`src/rtl/core/ssf_pkg.sv`:
```
// Shared types, constants and a helper function of the setpoint filter.
// Depends on nothing; used by the top level and its checker.
package ssf_pkg;

    localparam int NUM_JOINTS = 6;
    localparam int JIDX_W     = (NUM_JOINTS > 1) ? $clog2(NUM_JOINTS) : 1;

    localparam int ENTRY_W = 96;   // {velocity, position, raw target}
    localparam int DT_W    = 17;

    localparam logic [40:0] DT_LIMIT   = 41'd104857;
    localparam logic [DT_W-1:0] DT_DEFAULT = 17'd1049;

    localparam logic [31:0] NFS_RESET      = 32'd163840000;
    localparam logic [31:0] DAMPING_RESET  = 32'd6553600;
    localparam logic [30:0] MAX_STEP_RESET = 31'd104858;

    localparam logic [1:0] OP_START  = 2'd0;
    localparam logic [1:0] OP_UPDATE = 2'd1;
    localparam logic [1:0] OP_STEP   = 2'd2;

    localparam logic [1:0] CFG_NFS      = 2'd0;
    localparam logic [1:0] CFG_DAMPING  = 2'd1;
    localparam logic [1:0] CFG_MAX_STEP = 2'd2;

    typedef enum logic [3:0] {
        ST_IDLE, ST_URD, ST_ULD, ST_RD, ST_LD,
        ST_M0, ST_M1, ST_M2, ST_M3, ST_M4, ST_M5,
        ST_V0, ST_V1, ST_P0, ST_P1, ST_EMIT
    } t_state;

    // Saturate a wide signed value to 32 bits.
    function automatic logic signed [31:0] sat32(input logic signed [65:0] v);
        logic signed [31:0] r;
        if (v > 66'sd2147483647)
            r = 32'sh7FFFFFFF;
        else if (v < -66'sd2147483648)
            r = 32'sh80000000;
        else
            r = v[31:0];
        return r;
    endfunction

endpackage

```
`src/rtl/core/servo_setpoint_filter_unit.sv`:
```
// Top level of the servo setpoint filter: sequencer, arithmetic and joint memory.
// Depends on ssf_pkg and ssf_ram.
//
// Usage. Input words arrive on the s channel: tuser carries the operation
// (start, update, step), tdata the joint, target, measured position and time
// stamp. Start and update words change one joint's entry and give no output.
// A step word advances every joint by one filter step and gives one output
// word per joint on the m channel, joints in ascending order, tlast on the
// final joint.
// Sequencing. A start writes the joint memory as it is accepted; an update
// reads, modifies and writes the joint memory. A step keeps the sequencer busy
// through every joint in turn: read, load, acceleration, velocity, position,
// acceleration again, emit; ten passes through the one shared 34 x 18 bit
// multiplier per joint. One word is processed at a time: s_tready is high only
// while the sequencer is idle.
// Stalls. The output register holds its word until m_tready; while it is full
// the sequencer waits before emitting the next joint. Idle input words may be
// taken while the last output word still waits.
// Reset. Synchronous, active low: the control and configuration registers
// take their default values, the time history is cleared and no output is
// valid. Joint entries are undefined until a start word writes them.
module servo_setpoint_filter_unit
    import ssf_pkg::*;
(
    input  logic          i_clk,
    input  logic          i_rst_n,
    // Input stream.
    input  logic          i_s_tvalid,
    output logic          o_s_tready,
    // tdata, low bit up: joint[3:0], target_position[31:0],
    // measured_position[31:0], time_stamp[39:0], zero pad[3:0].
    input  logic [111:0]  i_s_tdata,
    // tuser: operation[1:0].
    input  logic [1:0]    i_s_tuser,
    // Output stream.
    output logic          o_m_tvalid,
    input  logic          i_m_tready,
    // tdata, low bit up: joint_out[3:0], position_out[31:0],
    // velocity_out[31:0], acceleration_out[31:0], zero pad[3:0].
    output logic [103:0]  o_m_tdata,
    output logic          o_m_tlast,
    // Configuration write port.
    input  logic          i_cfg_we,
    input  logic [1:0]    i_cfg_idx,
    input  logic [31:0]   i_cfg_data
);

    // Input fields.
    logic [3:0]         in_joint;
    logic signed [31:0] in_target;
    logic signed [31:0] in_measured;
    logic [39:0]        in_time;
    assign in_joint    = i_s_tdata[3:0];
    assign in_target   = i_s_tdata[35:4];
    assign in_measured = i_s_tdata[67:36];
    assign in_time     = i_s_tdata[107:68];

    // Configuration registers.
    logic [31:0] r_nfs;
    logic [31:0] r_damping;
    logic [30:0] r_max_step;

    // Control state.
    t_state            r_state, n_state;
    logic [JIDX_W-1:0] r_j;
    logic              r_second;
    logic              r_time_seen;
    logic [39:0]       r_prev_time;
    logic              r_out_valid;

    // Datapath registers.
    logic signed [31:0] r_tgt;
    logic signed [31:0] r_raw, r_pos, r_vel, r_a;
    logic [DT_W-1:0]    r_dt;
    logic signed [51:0] r_prod;
    logic signed [65:0] r_acc1, r_acc2;
    logic [103:0]       r_out_data;
    logic               r_out_last;

    // Memory port signals.
    logic               mem_we;
    logic [JIDX_W-1:0]  mem_waddr;
    logic [ENTRY_W-1:0] mem_wdata;
    logic [ENTRY_W-1:0] mem_rdata;

    logic in_fire;
    logic joint_ok;
    logic slot_free;
    logic last_joint;
    assign in_fire    = i_s_tvalid && o_s_tready;
    assign joint_ok   = ({1'b0, in_joint} < 5'(NUM_JOINTS));
    assign slot_free  = !r_out_valid || i_m_tready;
    assign last_joint = (r_j == JIDX_W'(NUM_JOINTS - 1));

    // Clamp a target to within max_step of a reference; the result always
    // lies between the two, so it fits in 32 bits.
    function automatic logic signed [31:0] clamp_to(
        input logic signed [31:0] tgt,
        input logic signed [31:0] ref_pos,
        input logic [30:0]        max_step
    );
        logic signed [32:0] d;
        logic signed [32:0] m;
        logic signed [32:0] q;
        d = 33'(tgt) - 33'(ref_pos);
        m = {2'b00, max_step};
        if (d > m)
            d = m;
        if (d < -m)
            d = -m;
        q = 33'(ref_pos) + d;
        return q[31:0];
    endfunction

    // Time step: the first step and any out-of-range difference use 1 ms.
    logic [39:0]        prev_eff;
    logic signed [40:0] dt_full;
    logic [DT_W-1:0]    dt_next;
    assign prev_eff = r_time_seen ? r_prev_time : in_time;
    assign dt_full  = $signed({1'b0, in_time}) - $signed({1'b0, prev_eff});
    assign dt_next  = (dt_full <= 41'sd0 || dt_full > $signed(DT_LIMIT))
                      ? DT_DEFAULT : dt_full[DT_W-1:0];

    // Shared multiplier operands.
    logic signed [32:0] diff;
    logic signed [33:0] mul_a;
    logic signed [17:0] mul_b;
    logic signed [65:0] prod_ext;
    assign diff     = 33'(r_raw) - 33'(r_pos);
    assign prod_ext = {{14{r_prod[51]}}, r_prod};

    always_comb begin
        mul_a = 34'(r_vel);
        mul_b = {1'b0, r_dt};
        case (r_state)
            ST_M0: begin
                mul_a = 34'(diff);
                mul_b = {2'b00, r_nfs[15:0]};
            end
            ST_M1: begin
                mul_a = 34'(diff);
                mul_b = {2'b00, r_nfs[31:16]};
            end
            ST_M2: begin
                mul_b = {2'b00, r_damping[15:0]};
            end
            ST_M3: begin
                mul_b = {2'b00, r_damping[31:16]};
            end
            ST_V0: begin
                mul_a = 34'(r_a);
            end
            default: begin
                mul_a = 34'(r_vel);
            end
        endcase
    end

    // Next state.
    always_comb begin
        n_state = r_state;
        unique case (r_state)
            ST_IDLE: begin
                if (in_fire && i_s_tuser == OP_UPDATE && joint_ok)
                    n_state = ST_URD;
                else if (in_fire && i_s_tuser == OP_STEP)
                    n_state = ST_RD;
            end
            ST_URD:  n_state = ST_ULD;
            ST_ULD:  n_state = ST_IDLE;
            ST_RD:   n_state = ST_LD;
            ST_LD:   n_state = ST_M0;
            ST_M0:   n_state = ST_M1;
            ST_M1:   n_state = ST_M2;
            ST_M2:   n_state = ST_M3;
            ST_M3:   n_state = ST_M4;
            ST_M4:   n_state = ST_M5;
            ST_M5:   n_state = r_second ? ST_EMIT : ST_V0;
            ST_V0:   n_state = ST_V1;
            ST_V1:   n_state = ST_P0;
            ST_P0:   n_state = ST_P1;
            ST_P1:   n_state = ST_M0;
            ST_EMIT: begin
                if (slot_free)
                    n_state = last_joint ? ST_IDLE : ST_RD;
            end
            default: n_state = ST_IDLE;
        endcase
    end

    // Outputs of the sequencer: memory writes and input ready.
    always_comb begin
        mem_we    = 1'b0;
        mem_waddr = r_j;
        mem_wdata = {r_vel, r_pos, r_raw};
        o_s_tready = 1'b0;
        unique case (r_state)
            ST_IDLE: begin
                o_s_tready = 1'b1;
                if (in_fire && i_s_tuser == OP_START && joint_ok) begin
                    mem_we    = 1'b1;
                    mem_waddr = in_joint[JIDX_W-1:0];
                    mem_wdata = {32'd0,
                                 clamp_to(in_target, in_measured, r_max_step),
                                 clamp_to(in_target, in_measured, r_max_step)};
                end
            end
            ST_ULD: begin
                mem_we    = 1'b1;
                mem_wdata = {mem_rdata[95:32],
                             clamp_to(r_tgt, $signed(mem_rdata[63:32]), r_max_step)};
            end
            ST_EMIT: begin
                mem_we = slot_free;
            end
            default: begin
                mem_we = 1'b0;
            end
        endcase
    end

    ssf_ram #(
        .WIDTH (ENTRY_W),
        .DEPTH (NUM_JOINTS)
    ) u_joint_ram (
        .i_clk   (i_clk),
        .i_we    (mem_we),
        .i_waddr (mem_waddr),
        .i_wdata (mem_wdata),
        .i_raddr (r_j),
        .o_rdata (mem_rdata)
    );

    // Control registers.
    always_ff @(posedge i_clk) begin
        if (!i_rst_n) begin
            r_state     <= ST_IDLE;
            r_j         <= '0;
            r_second    <= 1'b0;
            r_time_seen <= 1'b0;
            r_prev_time <= '0;
            r_out_valid <= 1'b0;
            r_nfs       <= NFS_RESET;
            r_damping   <= DAMPING_RESET;
            r_max_step  <= MAX_STEP_RESET;
        end else begin
            r_state <= n_state;
            if (i_cfg_we) begin
                unique case (i_cfg_idx)
                    CFG_NFS:      r_nfs      <= i_cfg_data;
                    CFG_DAMPING:  r_damping  <= i_cfg_data;
                    CFG_MAX_STEP: r_max_step <= i_cfg_data[30:0];
                    default:      r_nfs      <= r_nfs;
                endcase
            end
            if (in_fire && i_s_tuser == OP_UPDATE)
                r_j <= in_joint[JIDX_W-1:0];
            if (in_fire && i_s_tuser == OP_STEP) begin
                r_j         <= '0;
                r_time_seen <= 1'b1;
                r_prev_time <= in_time;
            end
            if (r_state == ST_LD)
                r_second <= 1'b0;
            if (r_state == ST_P1)
                r_second <= 1'b1;
            if (r_state == ST_EMIT && slot_free && !last_joint)
                r_j <= r_j + JIDX_W'(1);
            if (r_state == ST_EMIT && slot_free)
                r_out_valid <= 1'b1;
            else if (i_m_tready)
                r_out_valid <= 1'b0;
        end
    end

    // Datapath registers.
    always_ff @(posedge i_clk) begin
        r_prod <= mul_a * mul_b;
        if (in_fire) begin
            r_tgt <= in_target;
            r_dt  <= (i_s_tuser == OP_STEP) ? dt_next : r_dt;
        end
        case (r_state)
            ST_LD: begin
                r_raw <= mem_rdata[31:0];
                r_pos <= mem_rdata[63:32];
                r_vel <= mem_rdata[95:64];
            end
            ST_M1: r_acc1 <= prod_ext;
            ST_M2: r_acc1 <= r_acc1 + (prod_ext <<< 16);
            ST_M3: r_acc2 <= prod_ext;
            ST_M4: r_acc2 <= r_acc2 + (prod_ext <<< 16);
            ST_M5: r_a    <= sat32((r_acc1 >>> 16) - (r_acc2 >>> 16));
            ST_V1: r_vel  <= sat32(66'(r_vel) + (prod_ext >>> 20));
            ST_P1: r_pos  <= sat32(66'(r_pos) + (prod_ext >>> 20));
            ST_EMIT: begin
                if (slot_free) begin
                    r_out_data <= {4'd0, r_a, r_vel, r_pos, 4'(r_j)};
                    r_out_last <= last_joint;
                end
            end
            default: begin
                r_a <= r_a;
            end
        endcase
    end

    assign o_m_tvalid = r_out_valid;
    assign o_m_tdata  = r_out_data;
    assign o_m_tlast  = r_out_last;

endmodule

```
`src/rtl/core/ssf_ram.sv`:
```
// Generic simple dual-port RAM with a registered read.
// Depends on nothing.
module ssf_ram #(
    parameter int WIDTH = 8,
    parameter int DEPTH = 2
) (
    input  logic                                    i_clk,
    input  logic                                    i_we,
    input  logic [((DEPTH > 1) ? $clog2(DEPTH) : 1)-1:0] i_waddr,
    input  logic [WIDTH-1:0]                        i_wdata,
    input  logic [((DEPTH > 1) ? $clog2(DEPTH) : 1)-1:0] i_raddr,
    output logic [WIDTH-1:0]                        o_rdata
);
    logic [WIDTH-1:0] r_mem [DEPTH];

    always_ff @(posedge i_clk) begin
        if (i_we) begin
            r_mem[i_waddr] <= i_wdata;
        end
        o_rdata <= r_mem[i_raddr];
    end
endmodule

```
`config.mk`:
```
export PLATFORM = sky130hd
export DESIGN_NAME = servo_setpoint_filter_unit
export DESIGN_NICKNAME = d
export VERILOG_FILES = /design/src/rtl/core/ssf_pkg.sv /design/src/rtl/core/servo_setpoint_filter_unit.sv /design/src/rtl/core/ssf_ram.sv
export SDC_FILE = /design/constraint.sdc
export NUM_CORES = 2
export LEC_CHECK = 0
export BUFFER_PORTS_ARGS = -buffer_cell sky130_fd_sc_hd__buf_2
export CELL_PAD_IN_SITES_DETAIL_PLACEMENT = 1
export CELL_PAD_IN_SITES_GLOBAL_PLACEMENT = 1
export CORE_MARGIN = 2
export CORE_UTILIZATION = 46
export DETAILED_ROUTE_END_ITERATION = 10
export HOLD_SLACK_MARGIN = 0.02
export PLACE_DENSITY = 0.77
export SYNTH_ARGS = -nofsm -noshare
export SYNTH_HDL_FRONTEND = slang
export SYNTH_HIERARCHICAL = 1
export SYNTH_SLANG_ARGS = --single-unit
export TNS_END_PERCENT = 10
```
`constraint.sdc`:
```
create_clock -name i_clk -period 12.7 [get_ports i_clk]
set_input_delay 1.27 -clock i_clk [delete_from_list [all_inputs] [get_ports i_clk]]
set_output_delay 1.27 -clock i_clk [all_outputs]
set_load 0.01 [all_outputs]
```
# Yosys cells after proc, flatten, opt, wreduce, memory -nomap -nowiden
# Memory sizes are Yosys's and may differ from the RTL's. A register that Yosys moved wholly into a read port is not among the register bits.
# Cells that the tools add are included.
# totals
output_inout_bits	107
word_cells	143
mem_bits_rw	576
inputBits	153
n_memories	1
reg_bits	606
# mem_list
memory	depth	word_bits	read_ports	rd_clocked_by_memory_dff	wr	line_no	rtl
u_joint_ram.r_mem	6	96	1	1	1	ssf_ram.sv:14	logic [WIDTH-1:0] r_mem [DEPTH];
# op_classes
n_reduce_logical	29
order_cmp	13
mul	1
n_eq_ne	22
muxes	44
addsub	13
# ops
cell	n
2-to-1 mux 32 bit	10
case mux 66 bit (2 select lines)	2
case mux 96 bit (2 select lines)	1
2-to-1 mux 33 bit	5
adder 66 bit	2
case mux 32 bit (2 select lines)	2
subtractor 32 x 32 -> 33 bit	3
2-to-1 mux 96 bit	1
case mux 17 bit (4 select lines)	1
case mux 34 bit (2 select lines)	1
adder 32 x 32 -> 33 bit	2
greater-than comparator 33 x 32 -> 1 bit	2
greater-than comparator 33 x 32 -> 1 bit (second input constant)	2
< comparator 33 x 32 -> 1 bit (second input constant)	2
< comparator 33 bit	2
adder 32 bit	2
case mux 4 bit (15 select lines)	1
multiplier 34 x 18 -> 52 bit	1
greater-than comparator 51 x 32 -> 1 bit (second input constant)	1
< comparator 51 x 32 -> 1 bit (second input constant)	1
subtractor 50 x 50 -> 51 bit	1
greater-than comparator 41 x 18 -> 1 bit (second input constant)	1
<= comparator 41 x 1 -> 1 bit (second input constant)	1
subtractor 40 x 40 -> 41 bit	1
other kinds (27)	74

# Longest topological paths before layout
# logic_depth
word_depth	14
mapped_depth	58
depth_no_buf	55

# Cells and area by module
# Netlist, hierarchy kept.
# modules_own_cells
mod	area_per_inst_um2	seq_area_each_um2	cells_each	n_inst
servo_setpoint_filter_unit	67394.6	15264.6	7882	1
ssf_ram	24253.3	19218.4	1229	1

# Least setup slack after synthesis
# OpenSTA, ideal clock, no wires.
# synth_path
path_kind	in2reg
from	input port i_m_tready
to	memory u_joint_ram/r_mem[0][0] in the netlist's numbering (enable)
n_path_buf	0
required_ns	12.032
arrival_time_ns	12.974
path_stages	5
setup_time_ns	0.668
setup_slack_ns	-0.943
path_cell_list	nand2b_1 nor2b_1 or3_1 nand2b_1 nor3_1
# synth_via
elab_chain_len	4
# synth_lines
item	line_no	rtl
from (decl)	servo_setpoint_filter_unit.sv:37	input logic i_m_tready,
logical OR 1 bit	servo_setpoint_filter_unit.sv:92	assign slot_free = !r_out_valid || i_m_tready;
case mux 1 bit (3 select lines)	servo_setpoint_filter_unit.sv:197	unique case (r_state)
via mem_we	servo_setpoint_filter_unit.sv:81	logic mem_we;
2-to-1 mux 1 bit	ssf_ram.sv:17	if (i_we) begin
2-to-1 mux 1 bit (not written as such)	ssf_ram.sv:18	r_mem[i_waddr] <= i_wdata;
to (decl)	ssf_ram.sv:14	
# The timed path passes the listed nets, and every way through them passes these cells.

# Final worst setup path
# layout_path
from	register u_joint_ram.o_rdata[33], read port of u_joint_ram.r_mem
to	memory u_joint_ram/r_mem[1][28] in the netlist's numbering (data pin)
# layout_via
elab_chain_len	9
# layout_lines
item	line_no	rtl
from (decl)	ssf_ram.sv:12	output logic [WIDTH-1:0] o_rdata
subtractor 32 x 32 -> 33 bit	servo_setpoint_filter_unit.sv:105	d = 33'(tgt) - 33'(ref_pos);
greater-than comparator 33 x 32 -> 1 bit	servo_setpoint_filter_unit.sv:107	if (d > m)
2-to-1 mux 33 bit	servo_setpoint_filter_unit.sv:107	
2-to-1 mux 33 bit	servo_setpoint_filter_unit.sv:197	
< comparator 33 bit	servo_setpoint_filter_unit.sv:109	if (d < -m)
2-to-1 mux 32 bit	servo_setpoint_filter_unit.sv:109	
2-to-1 mux 32 bit	servo_setpoint_filter_unit.sv:197	
adder 32 bit *	servo_setpoint_filter_unit.sv:111	q = 33'(ref_pos) + d;
case mux 96 bit (2 select lines) *	servo_setpoint_filter_unit.sv:197	
via mem_wdata[28]	servo_setpoint_filter_unit.sv:83	logic [ENTRY_W-1:0] mem_wdata;
# Mark *: on every way through the listed nets, which the timed path passes. The rest lies on a longest branch. The select of a mux whose other input is x is not followed.

==> metrics <==
status=complete, no violations; worst slack, placed=around 0.16 ns; critical path's slowest cell=a2111oi_1; number of synthesized register bits=about 1200; num rows=163; share of post-route cells with drive strength above 1=9.82%; Mapped Area=between 90000 and 100000 um2; CP Launch Type=flop; PortBufs=250; Worst Skew=approximately 0.054 ns; YS warnings=6; # clock sinks=roughly 1200; reg2reg path depth=56; Die Span Y=~450 um; Worst-path clk slew=roughly 0.060 ns; first-pass GRT wire length=~500000 um; Tmin final=12.23 ns; cts-stage hold buffer count=0; Required @ worst endpoint=between 10 and 15 ns; GRT Total Usage=between 30% and 40%; Slew @ Worst Pin=about 1.3 ns; drt first pass iters=5; commonest non-fill, non-tap cell in the layout=nand2_1; final cycle utilization of the critical path=a little over nine tenths; Finish-stage setup viols=0; Core Footprint=between 150000 and 200000 um2; WL final=between 300000 and 400000 um; number of antenna violations at the first check in global routing=15; Worst EP arrival=approximately 13 ns; worst hold stages=0; Main synth FF type=edfxtp_1; initial core utilization=46.4%; Max clock buf depth=3; Die X=450 um; final-report hold violation count=0; # IOs=260; grt ovf=0; Wirelength per Cell=~28 um; syn avg cell area=about 10 um2; Final GP Congestion=between 0.9 and 1; Via density=6.09; Slew Limit Fails=0; Hold Path Class=reg2reg; max incr delay on CP=around 0.47 ns; synth-to-layout area growth=10.5%; H-tree depth=4; Clock Latency Late Sink=between 0.8 and 0.9 ns; CP Max Fanout=50; most frequent cells in the layout=1127 x nand2_1, 953 x edfxtp_1, 902 x inv_1, 721 x a21oi_1, 666 x ha_1; number of CTS-inserted buffers=about 140; register area share after synthesis=37.6%; max-capacitance violation count=0; crit path kind=reg2reg; Crit. End Element=flop; Vias=between 70000 and 80000; fmax=just over 0.08 GHz; Final ANT Viol Nets=0; final setup margin=0.470 ns; DR DRC count=0; vias in the first global route=between 70000 and 80000; DPL Wire Length=251000 um; asr flop ratio synth=0%; CTS tree=done; Root Driver=clkbuf_16; Synth Instances=between 9000 and 10000; Final nets=10700; Distinct cells, synth=a little over 100; 1st-iter DRT viols=6342; largest net degree at the start of global routing=roughly 120; EDFF count, synth=between 900 and 1000; Slew HR=between 15 and 20%; die area=roughly 200000 um2
registers in the layout, indices dropped and copies added, names as in the netlist, 40 cells and up:
register	flops
u_joint_ram/o_rdata	96
o_m_tdata	99
r_prod	52
u_joint_ram/r_mem	576
r_acc2	50
r_prev_time	40
r_acc1	50
path summary, 6_finish.rpt:
| kind | start | endpoint | slack (ns) |
|---|---|---|---|
| min reg2reg | u_joint_ram/o_rdata[15]$_DFF_P_ | r_raw[15]$_DFFE_PP_ | 0.39 |
| max | u_joint_ram/o_rdata[33]$_DFF_P_ | u_joint_ram/r_mem[1][28]$_DFFE_PP_ | 0.47 |
| max reg2reg | u_joint_ram/o_rdata[33]$_DFF_P_ | u_joint_ram/r_mem[1][28]$_DFFE_PP_ | 0.47 |
| min | u_joint_ram/o_rdata[15]$_DFF_P_ | r_raw[15]$_DFFE_PP_ | 0.39 |
timing repair:
action,in CTS,in global routing
resized for setup,0,13
endpoints found under the setup margin,0,54
buffers inserted,0,2
synthesized netlist by cell type, types with 29 or more instances:
| master | n | area (um2) |
|---|---|---|
| nand4_1 | 73 | 457 |
| o211ai_1 | 46 | 345 |
| mux2_4 | 75 | 1130 |
| inv_1 | 902 | 3390 |
| edfxtp_1 | 953 | 28600 |
| nor3_1 | 80 | 400 |
| xnor2_1 | 278 | 2430 |
| o21bai_1 | 56 | 420 |
| nor2b_1 | 167 | 1040 |
| nand3_1 | 133 | 666 |
| a22oi_1 | 67 | 503 |
| buf_6 | 30 | 338 |
| and2_1 | 50 | 313 |
| or3_1 | 47 | 294 |
| o21ai_0 | 465 | 2330 |
| nand2_1 | 1129 | 4240 |
| ha_1 | 666 | 8330 |
| a211oi_1 | 40 | 300 |
| a21oi_1 | 725 | 3630 |
| xor2_1 | 140 | 1230 |
| mux2_1 | 29 | 327 |
| o21a_1 | 95 | 713 |
| mux2i_1 | 152 | 1520 |
| mux2_2 | 102 | 1150 |
| and3_1 | 55 | 344 |
| a31oi_1 | 73 | 457 |
| nand2b_1 | 96 | 601 |
| a221o_1 | 48 | 480 |
| fa_1 | 551 | 11000 |
| a21o_1 | 232 | 1740 |
| dfxtp_1 | 293 | 5870 |
| o22ai_1 | 113 | 707 |
| a22o_1 | 33 | 289 |
| nor2_1 | 410 | 1540 |
| clkbuf_1 | 278 | 1040 |
metal layers:
| metal | vias to the layer above | track usage [%] | routed length, um |
|---|---|---|---|
| met5 | - | 0 | 77 |
| li1 | 32500 | - | - |
| met2 | 2852 | 52.2 | 153000 |
| met1 | 37500 | 41.9 | 135000 |
| met3 | 745 | 5.66 | 24900 |
| met4 | 10 | 18.2 | 22100 |
layout make-up:
class                      instances  area (um2)
fill                           21800       96300
multi-input combinational       6602       52500
sequential                      1246       34500
clock buffer                     200        4020
inverter                         905        3400
tap                             2640        3300
timing repair buffer             432        2690
clock inverter                    62         875
antenna                            5        12.5
kinds of logic (layout without fill, tap and decap cells):
group                      count (synthesis)  after routing  share of synthesized area, %
xor gates and xnor gates                 418            418                          3.99
adders and majority gates               1233           1233                          21.3
DFF                                     1246           1246                          37.6
muxes                                    358            358                          4.50
and+or+nand+nor                         2337           2337                          11.6
other                                      1             10                       0.00409
buffers and inverters                   1267           1599                          5.51
AOI/OAI and AO/OA                       2251           2251                          15.5
per-stage QoR:
stage | cells | utilization, % | hold slack, ns | area, um2 | setup TNS [ns]
after global placement | 11800 | 48.8 | 0.386 | 96400 | 0
final | 12100 | 51.3 | 0.388 | 101000 | 0
after CTS | 12100 | 51.2 | 0.390 | 101000 | 0
after floorplan | 9115 | - | 0.386 | 91700 | -90.12
after global routing | 12100 | 51.3 | 0.409 | 101000 | -0.0563
after detailed placement | 11800 | 48.8 | 0.390 | 96400 | 0
worst max-delay path: cells and delay by family, from the launching register on:
kind / cells / cell delay [ns]
muxes: 1 / 0.36
DFF: 1 / 0.34
adders and majority gates: 5 / 1.61
buffers and inverters: 6 / 1.09
xor gates and xnor gates: 2 / 0.50
AOI/OAI and AO/OA: 28 / 6.27
and+or+nand+nor: 14 / 1.74
Power is left out: the tool's default activity adds up to more than one toggle a clock period on the data nets, which glitch-free logic cannot reach.
